<file path="config.mk">
export PLATFORM = sky130hd
export DESIGN_NAME = multi_turn_angle_velocity_tracker
export DESIGN_NICKNAME = d
export VERILOG_FILES = /design/src/rtl/core/mtav_pkg.sv /design/src/rtl/core/mtav_front.sv /design/src/rtl/core/mtav_queue.sv /design/src/rtl/core/mtav_back.sv /design/src/rtl/core/multi_turn_angle_velocity_tracker.sv
export SDC_FILE = /design/constraint.sdc
export NUM_CORES = 2
export LEC_CHECK = 0
export BUFFER_PORTS_ARGS = -buffer_cell sky130_fd_sc_hd__buf_2
export CAP_MARGIN = 20
export CORE_UTILIZATION = 45
export CTS_BUF_LIST = sky130_fd_sc_hd__clkbuf_4 sky130_fd_sc_hd__clkbuf_8
export DETAILED_ROUTE_END_ITERATION = 12
export PLACE_DENSITY = 0.73
export SETUP_SLACK_MARGIN = 0.15
export SYNTH_ARGS = -nofsm -noshare
export SYNTH_HDL_FRONTEND = slang
export SYNTH_SLANG_ARGS = --single-unit
export TNS_END_PERCENT = 1
</file>
<file path="constraint.sdc">
create_clock -name aclk -period 15 [get_ports aclk]
set_clock_uncertainty 0.05 [all_clocks]
set_input_delay 0.75 -clock aclk [delete_from_list [all_inputs] [get_ports aclk]]
set_output_delay 0.75 -clock aclk [all_outputs]
set_load 0.01 [all_outputs]
</file>
<file path="src/rtl/core/mtav_pkg.sv">
// Shared types and constants for the multi-turn angle and velocity tracker.
// No dependencies; imported by every module of the block.

package mtav_pkg;

    localparam int ANGLE_BITS_DEF  = 12;
    localparam int QUEUE_DEPTH_DEF = 2;

    localparam int TURN_W  = 32;
    localparam int TOTAL_W = 44;
    localparam int TIME_W  = 32;
    localparam int VEL_W   = 32;
    localparam int FB_W    = 16;
    localparam int MAX_W   = 20;
    localparam int CFG_IDX_W  = 8;
    localparam int CFG_DATA_W = 32;

    // numerator of the velocity division: magnitude * 10^6 (< 2^63)
    localparam int NUM_W   = 64;
    localparam int MUL_A_W = TOTAL_W / 2;
    localparam int US_W    = 20;
    localparam int PROD_W  = MUL_A_W + US_W;
    localparam int DIV_CNT_W = $clog2(NUM_W);

    localparam logic [US_W-1:0]    US_PER_S  = US_W'(1000000);
    localparam logic [FB_W-1:0]    FB_RESET  = FB_W'(1000);
    localparam logic [MAX_W-1:0]   MAX_RESET = MAX_W'(50000);
    localparam logic [NUM_W-1:0]   VEL_POS_LIM = NUM_W'(64'h7FFF_FFFF);
    localparam logic [NUM_W-1:0]   VEL_NEG_LIM = NUM_W'(64'h8000_0000);
    localparam logic [VEL_W-1:0]   VEL_POS_SAT = VEL_W'(32'h7FFF_FFFF);
    localparam logic [VEL_W-1:0]   VEL_NEG_SAT = VEL_W'(32'h8000_0000);

    localparam logic [CFG_IDX_W-1:0] REG_FALLBACK = CFG_IDX_W'(0);
    localparam logic [CFG_IDX_W-1:0] REG_MAX      = CFG_IDX_W'(1);

    localparam int M_DATA_W = ((TURN_W + TOTAL_W + VEL_W + 7) / 8) * 8;
    localparam int M_PAD_W  = M_DATA_W - (TURN_W + TOTAL_W + VEL_W);

    typedef struct packed {
        logic [FB_W-1:0]  fallback_us;
        logic [MAX_W-1:0] max_us;
    } cfg_t;

    // one classified sample handed from front to back
    typedef struct packed {
        logic                mode;
        logic [TURN_W-1:0]   turns;
        logic [TOTAL_W-1:0]  total;
        logic [TIME_W-1:0]   time_us;
    } entry_t;

endpackage

</file>
<file path="src/rtl/core/mtav_front.sv">
// Front end: accepts samples, tracks wraps and the turn count, builds the
// accumulated angle and pushes each sample into the queue. Uses mtav_pkg.

module mtav_front #(
    parameter int ANGLE_BITS = mtav_pkg::ANGLE_BITS_DEF
) (
    input  logic                         aclk,
    input  logic                         aresetn,
    input  logic                         s_valid,
    output logic                         s_ready,
    input  logic                         mode,
    input  logic [ANGLE_BITS-1:0]        raw_angle,
    input  logic [mtav_pkg::TIME_W-1:0]  time_us,
    input  logic                         q_full,
    output logic                         push,
    output mtav_pkg::entry_t             push_entry
);
    import mtav_pkg::*;

    localparam int HALF_I = 1 << (ANGLE_BITS - 1);
    localparam logic signed [ANGLE_BITS:0] HALF_P = (ANGLE_BITS + 1)'(HALF_I);
    localparam logic signed [ANGLE_BITS:0] HALF_N = -HALF_P;

    logic [ANGLE_BITS-1:0]      last_raw_reg, last_raw_next;
    logic [TURN_W-1:0]          turn_reg, turn_next;
    logic signed [ANGLE_BITS:0] delta;
    logic [TOTAL_W-1:0]         turns_ext;

    assign s_ready = !q_full;
    assign push    = s_valid && !q_full;

    always_comb begin
        delta = $signed({1'b0, raw_angle}) - $signed({1'b0, last_raw_reg});
        turn_next     = turn_reg;
        last_raw_next = last_raw_reg;
        if (push) begin
            last_raw_next = raw_angle;
            if (delta > HALF_P) begin
                turn_next = turn_reg - TURN_W'(1);
            end else if (delta < HALF_N) begin
                turn_next = turn_reg + TURN_W'(1);
            end
        end
        turns_ext = {{(TOTAL_W - TURN_W){turn_next[TURN_W-1]}}, turn_next};
    end

    always_comb begin
        push_entry.mode    = mode;
        push_entry.turns   = turn_next;
        push_entry.total   = {turns_ext[TOTAL_W-ANGLE_BITS-1:0], raw_angle};
        push_entry.time_us = time_us;
    end

    always_ff @(posedge aclk) begin
        if (!aresetn) begin
            last_raw_reg <= '0;
            turn_reg     <= '0;
        end else begin
            last_raw_reg <= last_raw_next;
            turn_reg     <= turn_next;
        end
    end

endmodule

</file>
<file path="src/rtl/core/mtav_queue.sv">
// Short FIFO of classified samples between front and back end.
// Uses mtav_pkg for the entry type.

module mtav_queue #(
    parameter int DEPTH = mtav_pkg::QUEUE_DEPTH_DEF
) (
    input  logic             aclk,
    input  logic             aresetn,
    input  logic             push,
    input  mtav_pkg::entry_t push_entry,
    input  logic             pop,
    output mtav_pkg::entry_t head,
    output logic             empty,
    output logic             full
);
    import mtav_pkg::*;

    localparam int PTR_W = (DEPTH > 1) ? $clog2(DEPTH) : 1;
    localparam int CNT_W = $clog2(DEPTH + 1);

    entry_t             mem_reg [DEPTH];
    logic [PTR_W-1:0]   wr_ptr_reg, wr_ptr_next;
    logic [PTR_W-1:0]   rd_ptr_reg, rd_ptr_next;
    logic [CNT_W-1:0]   count_reg, count_next;

    assign empty = (count_reg == '0);
    assign full  = (count_reg == CNT_W'(DEPTH));
    assign head  = mem_reg[rd_ptr_reg];

    always_comb begin
        wr_ptr_next = wr_ptr_reg;
        rd_ptr_next = rd_ptr_reg;
        count_next  = count_reg;
        if (push) begin
            wr_ptr_next = (wr_ptr_reg == PTR_W'(DEPTH - 1)) ? '0 : wr_ptr_reg + PTR_W'(1);
        end
        if (pop) begin
            rd_ptr_next = (rd_ptr_reg == PTR_W'(DEPTH - 1)) ? '0 : rd_ptr_reg + PTR_W'(1);
        end
        if (push && !pop) begin
            count_next = count_reg + CNT_W'(1);
        end else if (pop && !push) begin
            count_next = count_reg - CNT_W'(1);
        end
    end

    always_ff @(posedge aclk) begin
        if (!aresetn) begin
            wr_ptr_reg <= '0;
            rd_ptr_reg <= '0;
            count_reg  <= '0;
        end else begin
            wr_ptr_reg <= wr_ptr_next;
            rd_ptr_reg <= rd_ptr_next;
            count_reg  <= count_next;
        end
    end

    always_ff @(posedge aclk) begin
        if (push) begin
            mem_reg[wr_ptr_reg] <= push_entry;
        end
    end

endmodule

</file>
<file path="src/rtl/core/mtav_back.sv">
// Back end: takes samples from the queue, computes velocity with a split
// multiply and a radix-2 restoring divider, and drives the result register.
// Uses mtav_pkg.

module mtav_back (
    input  logic                         aclk,
    input  logic                         aresetn,
    input  mtav_pkg::cfg_t               cfg,
    input  mtav_pkg::entry_t             head,
    input  logic                         empty,
    output logic                         pop,
    output logic                         m_valid,
    input  logic                         m_ready,
    output logic [mtav_pkg::TURN_W-1:0]  m_turns,
    output logic [mtav_pkg::TOTAL_W-1:0] m_total,
    output logic [mtav_pkg::VEL_W-1:0]   m_velocity,
    output logic                         m_vel_valid
);
    import mtav_pkg::*;

    typedef enum logic [7:0] {
        B_IDLE   = 8'b0000_0001,
        B_PREP   = 8'b0000_0010,
        B_MAG    = 8'b0000_0100,
        B_MUL_LO = 8'b0000_1000,
        B_MUL_HI = 8'b0001_0000,
        B_ADD    = 8'b0010_0000,
        B_DIV    = 8'b0100_0000,
        B_FIN    = 8'b1000_0000
    } state_t;

    state_t               state_reg, state_next;
    entry_t               cur_reg, cur_next;
    logic [TOTAL_W-1:0]   vlt_reg, vlt_next;
    logic [TIME_W-1:0]    vtime_reg, vtime_next;
    logic [MAX_W-1:0]     dt_reg, dt_next;
    logic [TOTAL_W-1:0]   diff_reg, diff_next;
    logic [TOTAL_W-1:0]   mag_reg, mag_next;
    logic                 neg_reg, neg_next;
    logic [PROD_W-1:0]    lo_reg, lo_next;
    logic [PROD_W-1:0]    hi_reg, hi_next;
    logic [NUM_W-1:0]     quo_reg, quo_next;
    logic [MAX_W-1:0]     rem_reg, rem_next;
    logic [DIV_CNT_W-1:0] cnt_reg, cnt_next;

    logic                 m_valid_reg, m_valid_next;
    logic [TURN_W-1:0]    m_turns_reg, m_turns_next;
    logic [TOTAL_W-1:0]   m_total_reg, m_total_next;
    logic [VEL_W-1:0]     m_vel_reg, m_vel_next;
    logic                 m_vv_reg, m_vv_next;

    logic [TIME_W-1:0]    dt_raw, dt_fb;
    logic [FB_W-1:0]      fb1;
    logic [MAX_W-1:0]     mx1;
    logic [MUL_A_W-1:0]   mul_a;
    logic [PROD_W-1:0]    prod;
    logic [MAX_W:0]       trial, rem_sub;
    logic                 ge;
    logic [VEL_W-1:0]     vel_sat;
    logic                 out_free;

    assign pop      = (state_reg == B_IDLE) && !empty;
    assign out_free = !m_valid_reg || m_ready;

    // zero-valued registers behave as one
    assign fb1    = (cfg.fallback_us == '0) ? FB_W'(1) : cfg.fallback_us;
    assign mx1    = (cfg.max_us == '0) ? MAX_W'(1) : cfg.max_us;
    assign dt_raw = cur_reg.time_us - vtime_reg;
    assign dt_fb  = (dt_raw == '0) ? TIME_W'(fb1) : dt_raw;

    // one shared 22x20 multiplier, used for both halves of the magnitude
    assign mul_a = (state_reg == B_MUL_LO) ? mag_reg[MUL_A_W-1:0]
                                           : mag_reg[TOTAL_W-1:MUL_A_W];
    assign prod  = PROD_W'(mul_a) * PROD_W'(US_PER_S);

    assign trial   = {rem_reg, quo_reg[NUM_W-1]};
    assign rem_sub = trial - {1'b0, dt_reg};
    assign ge      = (trial >= {1'b0, dt_reg});

    always_comb begin
        if (neg_reg) begin
            vel_sat = (quo_reg > VEL_NEG_LIM) ? VEL_NEG_SAT : (VEL_W'(0) - quo_reg[VEL_W-1:0]);
        end else begin
            vel_sat = (quo_reg > VEL_POS_LIM) ? VEL_POS_SAT : quo_reg[VEL_W-1:0];
        end
    end

    always_comb begin
        state_next   = state_reg;
        cur_next     = cur_reg;
        vlt_next     = vlt_reg;
        vtime_next   = vtime_reg;
        dt_next      = dt_reg;
        diff_next    = diff_reg;
        mag_next     = mag_reg;
        neg_next     = neg_reg;
        lo_next      = lo_reg;
        hi_next      = hi_reg;
        quo_next     = quo_reg;
        rem_next     = rem_reg;
        cnt_next     = cnt_reg;
        m_valid_next = m_valid_reg;
        m_turns_next = m_turns_reg;
        m_total_next = m_total_reg;
        m_vel_next   = m_vel_reg;
        m_vv_next    = m_vv_reg;

        if (m_valid_reg && m_ready) begin
            m_valid_next = 1'b0;
        end

        case (state_reg)
            B_IDLE: begin
                if (!empty) begin
                    cur_next   = head;
                    state_next = B_PREP;
                end
            end
            B_PREP: begin
                if (cur_reg.mode) begin
                    dt_next    = (dt_fb >= TIME_W'(mx1)) ? mx1 : dt_fb[MAX_W-1:0];
                    diff_next  = cur_reg.total - vlt_reg;
                    vlt_next   = cur_reg.total;
                    vtime_next = cur_reg.time_us;
                    state_next = B_MAG;
                end else begin
                    state_next = B_FIN;
                end
            end
            B_MAG: begin
                neg_next   = diff_reg[TOTAL_W-1];
                mag_next   = diff_reg[TOTAL_W-1] ? (~diff_reg + TOTAL_W'(1)) : diff_reg;
                state_next = B_MUL_LO;
            end
            B_MUL_LO: begin
                lo_next    = prod;
                state_next = B_MUL_HI;
            end
            B_MUL_HI: begin
                hi_next    = prod;
                state_next = B_ADD;
            end
            B_ADD: begin
                quo_next   = {hi_reg, {MUL_A_W{1'b0}}} + NUM_W'(lo_reg);
                rem_next   = '0;
                cnt_next   = DIV_CNT_W'(NUM_W - 1);
                state_next = B_DIV;
            end
            B_DIV: begin
                rem_next = ge ? rem_sub[MAX_W-1:0] : trial[MAX_W-1:0];
                quo_next = {quo_reg[NUM_W-2:0], ge};
                cnt_next = cnt_reg - DIV_CNT_W'(1);
                if (cnt_reg == '0) begin
                    state_next = B_FIN;
                end
            end
            B_FIN: begin
                if (out_free) begin
                    m_valid_next = 1'b1;
                    m_turns_next = cur_reg.turns;
                    m_total_next = cur_reg.total;
                    m_vel_next   = cur_reg.mode ? vel_sat : '0;
                    m_vv_next    = cur_reg.mode;
                    state_next   = B_IDLE;
                end
            end
            default: begin
                state_next = B_IDLE;
            end
        endcase
    end

    always_ff @(posedge aclk) begin
        if (!aresetn) begin
            state_reg   <= B_IDLE;
            vlt_reg     <= '0;
            vtime_reg   <= '0;
            m_valid_reg <= 1'b0;
        end else begin
            state_reg   <= state_next;
            vlt_reg     <= vlt_next;
            vtime_reg   <= vtime_next;
            m_valid_reg <= m_valid_next;
        end
    end

    always_ff @(posedge aclk) begin
        cur_reg     <= cur_next;
        dt_reg      <= dt_next;
        diff_reg    <= diff_next;
        mag_reg     <= mag_next;
        neg_reg     <= neg_next;
        lo_reg      <= lo_next;
        hi_reg      <= hi_next;
        quo_reg     <= quo_next;
        rem_reg     <= rem_next;
        cnt_reg     <= cnt_next;
        m_turns_reg <= m_turns_next;
        m_total_reg <= m_total_next;
        m_vel_reg   <= m_vel_next;
        m_vv_reg    <= m_vv_next;
    end

    assign m_valid     = m_valid_reg;
    assign m_turns     = m_turns_reg;
    assign m_total     = m_total_reg;
    assign m_velocity  = m_vel_reg;
    assign m_vel_valid = m_vv_reg;

    a_angle_only_zero: assert property (@(posedge aclk) disable iff (!aresetn)
        (m_valid_reg && !m_vv_reg) |-> (m_vel_reg == '0))
        else $error("angle-only result carries non-zero velocity");

    a_div_nonzero: assert property (@(posedge aclk) disable iff (!aresetn)
        (state_reg == B_DIV) |-> (dt_reg != '0))
        else $error("divider running with zero divisor");

    a_rem_bound: assert property (@(posedge aclk) disable iff (!aresetn)
        (state_reg == B_DIV) |-> (rem_reg < dt_reg))
        else $error("divider remainder out of range");

    a_load_from_fin: assert property (@(posedge aclk) disable iff (!aresetn)
        $rose(m_valid_reg) |-> ($past(state_reg) == B_FIN))
        else $error("result register loaded outside the finish step");

endmodule

</file>
<file path="src/rtl/core/multi_turn_angle_velocity_tracker.sv">
// Multi-turn angle and velocity tracker: top level.
// Holds the configuration registers; instantiates mtav_front, mtav_queue and
// mtav_back. Uses mtav_pkg.
//
// Usage:
//   s_ channel: one angle sample per transfer; s_tuser = mode (1 = also update
//   velocity), s_tdata = raw angle then timestamp in us.
//   m_ channel: one result per sample, in order; m_tuser = velocity_valid,
//   m_tdata = turns, accumulated angle, velocity in counts per second.
//   cfg channel: cfg_index selects the register (0 fallback interval,
//   1 maximum interval), cfg_data the value; always ready, unknown indices
//   are dropped. Write only while the block is idle.
// Timing: the front takes a sample per cycle while the queue has room. The
//   back takes one sample at a time and pops the next only after its finish
//   step; an angle-only sample goes idle, prepare, finish; a velocity sample
//   also goes through magnitude, low and high multiply, add and the 64-step
//   one-bit-per-cycle divider before the finish step.
// Reset clears turn count, last angle, velocity history, the queue and the
//   result valid flag, and loads the register defaults (1000 us, 50000 us).
// A stalled receiver holds the result; the back then waits in its finish
//   step and the front keeps accepting until the queue is full.

module multi_turn_angle_velocity_tracker #(
    parameter int ANGLE_BITS  = mtav_pkg::ANGLE_BITS_DEF,
    parameter int QUEUE_DEPTH = mtav_pkg::QUEUE_DEPTH_DEF
) (
    input  logic aclk,
    input  logic aresetn,
    input  logic s_tvalid,
    output logic s_tready,
    // [ANGLE_BITS-1:0] raw_angle, then time_us (32), zero padded to bytes
    input  logic [((ANGLE_BITS + mtav_pkg::TIME_W + 7) / 8) * 8 - 1:0] s_tdata,
    // [0] mode
    input  logic s_tuser,
    output logic m_tvalid,
    input  logic m_tready,
    // [31:0] turns, [75:32] total_angle, [107:76] velocity, zero padded
    output logic [mtav_pkg::M_DATA_W-1:0] m_tdata,
    // [0] velocity_valid
    output logic m_tuser,
    input  logic cfg_valid,
    output logic cfg_ready,
    input  logic [mtav_pkg::CFG_IDX_W-1:0]  cfg_index,
    input  logic [mtav_pkg::CFG_DATA_W-1:0] cfg_data
);
    import mtav_pkg::*;

    logic [FB_W-1:0]     fb_reg, fb_next;
    logic [MAX_W-1:0]    mx_reg, mx_next;
    cfg_t                cfg;
    entry_t              push_entry, head;
    logic                push, pop, q_empty, q_full;
    logic [TURN_W-1:0]   turns;
    logic [TOTAL_W-1:0]  total;
    logic [VEL_W-1:0]    velocity;
    logic                vel_valid;

    assign cfg_ready = 1'b1;

    always_comb begin
        fb_next = fb_reg;
        mx_next = mx_reg;
        if (cfg_valid) begin
            if (cfg_index == REG_FALLBACK) begin
                fb_next = cfg_data[FB_W-1:0];
            end else if (cfg_index == REG_MAX) begin
                mx_next = cfg_data[MAX_W-1:0];
            end
        end
    end

    always_ff @(posedge aclk) begin
        if (!aresetn) begin
            fb_reg <= FB_RESET;
            mx_reg <= MAX_RESET;
        end else begin
            fb_reg <= fb_next;
            mx_reg <= mx_next;
        end
    end

    assign cfg.fallback_us = fb_reg;
    assign cfg.max_us      = mx_reg;

    mtav_front #(
        .ANGLE_BITS (ANGLE_BITS)
    ) u_front (
        .aclk       (aclk),
        .aresetn    (aresetn),
        .s_valid    (s_tvalid),
        .s_ready    (s_tready),
        .mode       (s_tuser),
        .raw_angle  (s_tdata[ANGLE_BITS-1:0]),
        .time_us    (s_tdata[ANGLE_BITS +: TIME_W]),
        .q_full     (q_full),
        .push       (push),
        .push_entry (push_entry)
    );

    mtav_queue #(
        .DEPTH (QUEUE_DEPTH)
    ) u_queue (
        .aclk       (aclk),
        .aresetn    (aresetn),
        .push       (push),
        .push_entry (push_entry),
        .pop        (pop),
        .head       (head),
        .empty      (q_empty),
        .full       (q_full)
    );

    mtav_back u_back (
        .aclk        (aclk),
        .aresetn     (aresetn),
        .cfg         (cfg),
        .head        (head),
        .empty       (q_empty),
        .pop         (pop),
        .m_valid     (m_tvalid),
        .m_ready     (m_tready),
        .m_turns     (turns),
        .m_total     (total),
        .m_velocity  (velocity),
        .m_vel_valid (vel_valid)
    );

    assign m_tdata = {{M_PAD_W{1'b0}}, velocity, total, turns};
    assign m_tuser = vel_valid;

endmodule
</file>
# Yosys cells after proc, flatten, opt, wreduce, memory -nomap -nowiden
# Memory sizes are Yosys's and may differ from the RTL's. A register that Yosys moved wholly into a read port is not among the register bits.
# Cells that the tools add are included.
[totals]
out_inout_bits = 116
in_bits = 94
rom_bits = 0
register_bits = 549
ramBits = 218
n_memories = 1
latchBits = 0
word_cells = 118
[op_classes]
n_addsub = 14
bitwise = 3
div = 0
muxes = 30
mul = 1
shifts = 0
n_eq_ne = 13
reduce_logical = 25
magnitude_cmp = 6
[mem_list]
columns = ["name", "words", "word_bits", "read_ports", "rd_ports_with_merged_regs", "wr", "line", "rtl"]
rows = [
  ["u_queue.mem_reg", 2, 109, 1, 1, 1, "mtav_queue.sv:21", "entry_t mem_reg [DEPTH];"],
]
[ops]
columns = ["cell", "count"]
rows = [
  ["$mux W32", 7],
  ["$pmux W64 S2", 1],
  ["$add A64 B42 Y64", 1],
  ["$gt A64 B31 Y1 const B", 1],
  ["$gt A64 B32 Y1 const B", 1],
  ["$pmux W8 S8", 1],
  ["$mux W20", 3],
  ["$add A44 B1 Y44 const B", 1],
  ["$not A44 Y44", 1],
  ["$sub A44 B44 Y44", 1],
  ["$mux W43", 1],
  ["$pmux W20 S2", 1],
  ["$mul A22 B14 Y36 const B", 1],
  ["$add A32 B1 Y32 const B", 1],
  ["$ge A32 B20 Y1", 1],
  ["$logic_not A32 Y1", 1],
  ["$mux W8", 4],
  ["$sub A1 B32 Y32 const A", 1],
  ["$sub A32 B1 Y32 const B", 1],
  ["$sub A32 B32 Y32", 1],
  ["$mux W22", 1],
  ["$ge A21 B20 Y1", 1],
  ["$logic_not A20 Y1", 1],
  ["$sub A20 B20 Y20", 1],
  ["other kinds (33)", 57],
]

# Logic depth before layout (Yosys ltp)
[depth]
ltp_word = 7
ltp_mapped = 30
ltp_nobuf = 28

# Hierarchy
# From an unflattened synthesis, not the netlist that was laid out.
[hier_totals]
hier_cells = 4124
area_unflattened_um2 = 47127.7
[by_module_without_submodules]
columns = ["module", "seq_area_each_um2", "cells_each", "instances", "area_each_um2"]
rows = [
  ["mtav_back", 16385.7, 3084, 1, 33533.4],
  ["mtav_queue", 6646.4, 361, 1, 8106.5],
  ["mtav_front", 880.8, 519, 1, 3950.0],
  ["multi_turn_angle_velocity_tracker", 720.7, 160, 1, 1537.7],
]

# Worst setup path before layout
# Ideal clock, no wire load.
[synth_path]
path_type = "flip-flop to flip-flop"
start = "register u_back.state_reg[0]"
end = "register u_back.hi_reg[39], data pin"
t_required_ns = 14.678
setup_slack_ns = 7.775
path_buffers = 2
path_stages_with_launch = 28
arrival_ns = 6.904
setup_ns = 0.272
period_less_slack_ns = 7.225
cell_sequence = "dfxtp_1 nor2_1 and3_1 nand3b_1 clkbuf_1 buf_1 mux2i_1 inv_1 fa_1 fa_1 fa_1 inv_1 fa_1 inv_1 ha_1 ha_1 ha_1 inv_1 o21bai_1 a21o_1 a21oi_1 o21ai_0 a21oi_1 o221ai_1 nand3_1 nand2_1 a2111oi_0 nor2_1"
[synth_between]
elab_chain_len = 3
[synth_lines]
columns = ["element", "line", "rtl"]
rows = [
  ["start, declared", "mtav_back.sv:32", "state_t state_reg, state_next;"],
  ["start signal, assigned", "mtav_back.sv:180", "state_reg <= state_next;"],
  ["$eq A8 B4 Y1", "mtav_back.sv:72", "assign mul_a = (state_reg == B_MUL_LO) ? mag_reg[MUL_A_W-1:0]"],
  ["$mux W22", "mtav_back.sv:72", ""],
  ["$mul A22 B14 Y36", "mtav_back.sv:74", "assign prod = PROD_W'(mul_a) * PROD_W'(US_PER_S);"],
  ["via u_back.prod[39]", "mtav_back.sv:56", "logic [PROD_W-1:0] prod;"],
  ["end signal, assigned", "mtav_back.sv:194", "hi_reg <= hi_next;"],
  ["end, declared", "mtav_back.sv:41", "logic [PROD_W-1:0] hi_reg, hi_next;"],
]
# The timed path passes the listed nets, and every way through them passes these cells.
# A chain may end at the register's enable or synchronous reset.

# Worst setup path in the final report
[layout_path]
start = "register u_back.cur_reg[0] in the netlist's numbering"
end = "register u_back.dt_reg[0], data pin"
[layout_between]
elab_chain_len = 5
[layout_lines]
columns = ["element", "line", "rtl"]
rows = [
  ["start, declared", "mtav_back.sv:33", "entry_t cur_reg, cur_next;"],
  ["start signal, assigned", "mtav_back.sv:188", "cur_reg <= cur_next;"],
  ["$sub A32 B32 Y32 (*)", "mtav_back.sv:68", "assign dt_raw = cur_reg.time_us - vtime_reg;"],
  ["$logic_not A32 Y1", "mtav_back.sv:69", "assign dt_fb = (dt_raw == '0) ? TIME_W'(fb1) : dt_raw;"],
  ["$mux W32 (*)", "mtav_back.sv:69", ""],
  ["$ge A32 B20 Y1", "mtav_back.sv:121", "dt_next = (dt_fb >= TIME_W'(mx1)) ? mx1 : dt_fb[MAX_W-1:0];"],
  ["$mux W20 (*)", "mtav_back.sv:121", ""],
  ["end signal, assigned", "mtav_back.sv:189", "dt_reg <= dt_next;"],
  ["end, declared", "mtav_back.sv:36", "logic [MAX_W-1:0] dt_reg, dt_next;"],
]
# Mark *: on every way between the ends. The rest lies on a longest branch, timed or not.

==> metrics.txt <==
dpl ws=7.22 ns; nets@finish=4414; dpl cells=~5000; total congestion overflow=0; FF-to-FF setup slack=about 7.1 ns; Mean Syn Cell Area=10.9 sq um; Hold Vio Cnt, Final=0; Setup violations, final=0; mux share of post-synthesis cell area=0.0447; RSZ-0062 raised after global routing=false; Hold Path Class=in -> reg; Synth Area in Compound Gates=0.112; simple-gate share of the synthesized area=0.125; number of synthesized flops with an enable pin=579; sequential area share after synthesis=0.502; Max-cap violations=0; top_reg_cell synth=edfxtp_1; Yosys top cell area share=0.420; met3 Usage GRT=0.0301; CP max-delay cell=and4_1; minimum clock period=around 7.9 ns; initial core utilization=0.457; Worst-Skew Late Latency=a little under 0.8 ns; Routed WL=86800 um; row count=110; power per cell area=roughly 150 nW/um^2; Netlist Area Pre-Place=roughly 41000 sq um; Worst-path clk slew=roughly 0.06 ns; slew of the pin with the lowest slew margin=between 1 and 1.5 ns; PortBufs=about 190; ys async rst share=0; antenna viol nets, final=0; top cells by area, synth=edfxtp_1, dfxtp_1, ha_1; setup tns final=0 ns; Initial DRC Count=between 1500 and 2000; Leak=about 18 nW; area added between synthesis and finish=11.3%; first-pass GRT wire length=140000 um; number of flip-flops in the largest register=roughly 150; grt met2 use=0.317; Total GRT Usage=0.185; CTS Buffer Depth=3; area leader, netlist=edfxtp_1; Yosys reg bits=around 750; post-route insts no fill=~5300; placed inst area=43300 sq um; Gates resized, CTS repair=0; CORE AREA=90600 sq um; smallest setup slack after layout=around 7.1 ns; main combinational cell family by area after synthesis=simple AND/OR/NAND/NOR gates; number of global-route vias before repair=27200; die footprint=93100 sq um; Util after Layout=0.508; XOR/XNOR Fraction of Synth Area=0.0483; critical path class=reg -> reg; Hold Buf Count CTS=0; DR DRC count=0; pin count of the biggest net entering global routing=90; initial antenna violation count=3; Die Wd=approximately 310 um; CTS tree=yes; CTS buffer count=about 120; layout cell share with drive strength beyond 1=0.137; FMAX=approximately 130 MHz; Vias/cell=5.35; cell mode on critical path=a21oi_1; status=finished clean; Distinct cells, synth=between 80 and 90; DR vias=roughly 28000; CTS H-tree depth=3; Ys Warns=0; Final Wtd Congestion=approximately 0.89; met1 usage=0.237; setup bufs post-CTS=0; Finished Cell Area=around 46000 sq um; # fillers=7974; Max VDD drop=roughly 140 uV; # IOs=210; Mapped Cells=between 3000 and 4000; DR pass1 iterations=5; GR peak layer=met2; Max-Slew Margin vs Limit=0.267; Die Ht=305 um; worst stage delay on the critical path=between 0.6 and 0.7 ns; fin crit share=0.525; Adder-Cell Fraction of Synth Area=0.123; DPL Wire Length=62500 um; Wirelength per Cell=approximately 17 um; Clock Root Buffer=clkbuf_8; Worst Path Max Fanout=17; CP Launch Type=flip-flop; Worst EP required=roughly 15 ns; Arr. time, crit path=8.32 ns; Sinks on Clock Net=748; critical path capture point type=flip-flop; Final Max Slew Viols=0
==> area by class of cell <==
| type | count | area (sq um) | share of cell area |
|---|---|---|---|
| flip-flops and latches | 748 | 20800 | 0.452 |
| multi-input cells | 2580 | 18800 | 0.408 |
| clock buffers | 151 | 1920 | 0.0418 |
| well taps | 1176 | 1470 | 0.0320 |
| repair buffers | 218 | 1170 | 0.0255 |
| inverters | 300 | 1130 | 0.0246 |
| clock inverters | 75 | 751 | 0.0163 |
| diodes | 2 | 5.00 | 0.000109 |
==> layer usage <==
metal / vias up / wire length (um) / share of wire
met5: - / 11 / 0.00013
met4: 2 / 2500 / 0.029
met3: 158 / 3930 / 0.045
met2: 632 / 41800 / 0.48
met1: 13400 / 38600 / 0.44
li1: 13900 / - / -
==> synth_stat cells, types with 80 or more instances <==
cell type  instances
edfxtp_1         579
xnor2_1          176
nor2_1           207
nor3_1            80
ha_1             268
inv_1            298
a21oi_1          270
fa_1              85
dfxtp_1          169
o21ai_0          149
mux2i_1           89
nand2_1          413
mux2_2            85
clkbuf_1          99
==> final timing paths <==
| path | from | to | cells after the start |
|---|---|---|---|
| max | u_back.cur_reg[0]$_DFFE_PP_ | u_back.dt_reg[0]$_DFFE_PP_ | 28 |
| min | s_tdata[36] | u_queue.mem_reg[0][24]$_DFFE_PP_ | 1 |
| max reg2reg | u_back.cur_reg[0]$_DFFE_PP_ | u_back.dt_reg[0]$_DFFE_PP_ | 28 |
| min reg2reg | u_back.vtime_reg[24]$_SDFFE_PN0P_ | u_back.vtime_reg[24]$_SDFFE_PN0P_ | 2 |
==> power by group <==
part | switching (mW) | internal [mW] | total (mW)
registers | 0.201 | 2.68 | 2.89
logic | 1.25 | 0.867 | 2.12
clock network | 0.853 | 1.04 | 1.89
==> worst max-delay path: cells and delay by family (launching register included) <==
| family | cells | cell delay, ns |
|---|---|---|
| AO/OA/AOI/OAI | 14 | 3.24 |
| AND/OR/NAND/NOR | 5 | 1.67 |
| adder cells (fa/ha/maj) | 3 | 0.84 |
| multiplexers | 2 | 0.71 |
| buffers and inverters | 3 | 0.44 |
| flip-flops | 1 | 0.38 |
| XOR/XNOR | 1 | 0.23 |
==> cells in the final DEF, fill, tap and decap left out, drive strengths merged, types with 12 or more instances in the layout <==
cell	Yosys	final
a21oi	270	270
a21boi	18	18
nor4	37	37
edfxtp	579	579
ha	268	268
or4	12	12
fa	85	85
a31oi	23	23
a21o	72	72
a211oi	15	15
o31ai	30	30
mux2	85	85
mux2i	89	89
clkinv	2	65
xor2	52	52
buf	60	218
nor2b	40	40
o21bai	19	19
clkbuf	99	151
dfxtp	169	169
nand2	414	414
and3	28	28
nor3	84	84
nand3	66	66
nand2b	29	29
xnor2	176	176
nor2	207	207
o211ai	12	12
and2	52	52
inv	298	299
o21a	24	24
nand4	30	30
o21ai	152	152
or3	35	35
==> kinds of logic after synthesis <==
family,Yosys count
compound gates,740
buf+inv,459
other cells,2
flops,748
xor+xnor,228
simple gates,1078
mux,174
fa+ha+maj,355
==> stage by stage <==
| stage | total power, mW | hold slack [ns] |
|---|---|---|
| 4_1_cts | 6.93 | 0.0194 |
| 2_1_floorplan | 4.47 | 0.374 |
| 5_1_grt | 7.30 | 0.0426 |
| 6_report | 6.89 | 0.106 |
| 3_3_place_gp | 4.97 | 0.388 |
| 3_5_place_dp | 5.02 | 0.394 |
Power figures use the tool's default switching activity.
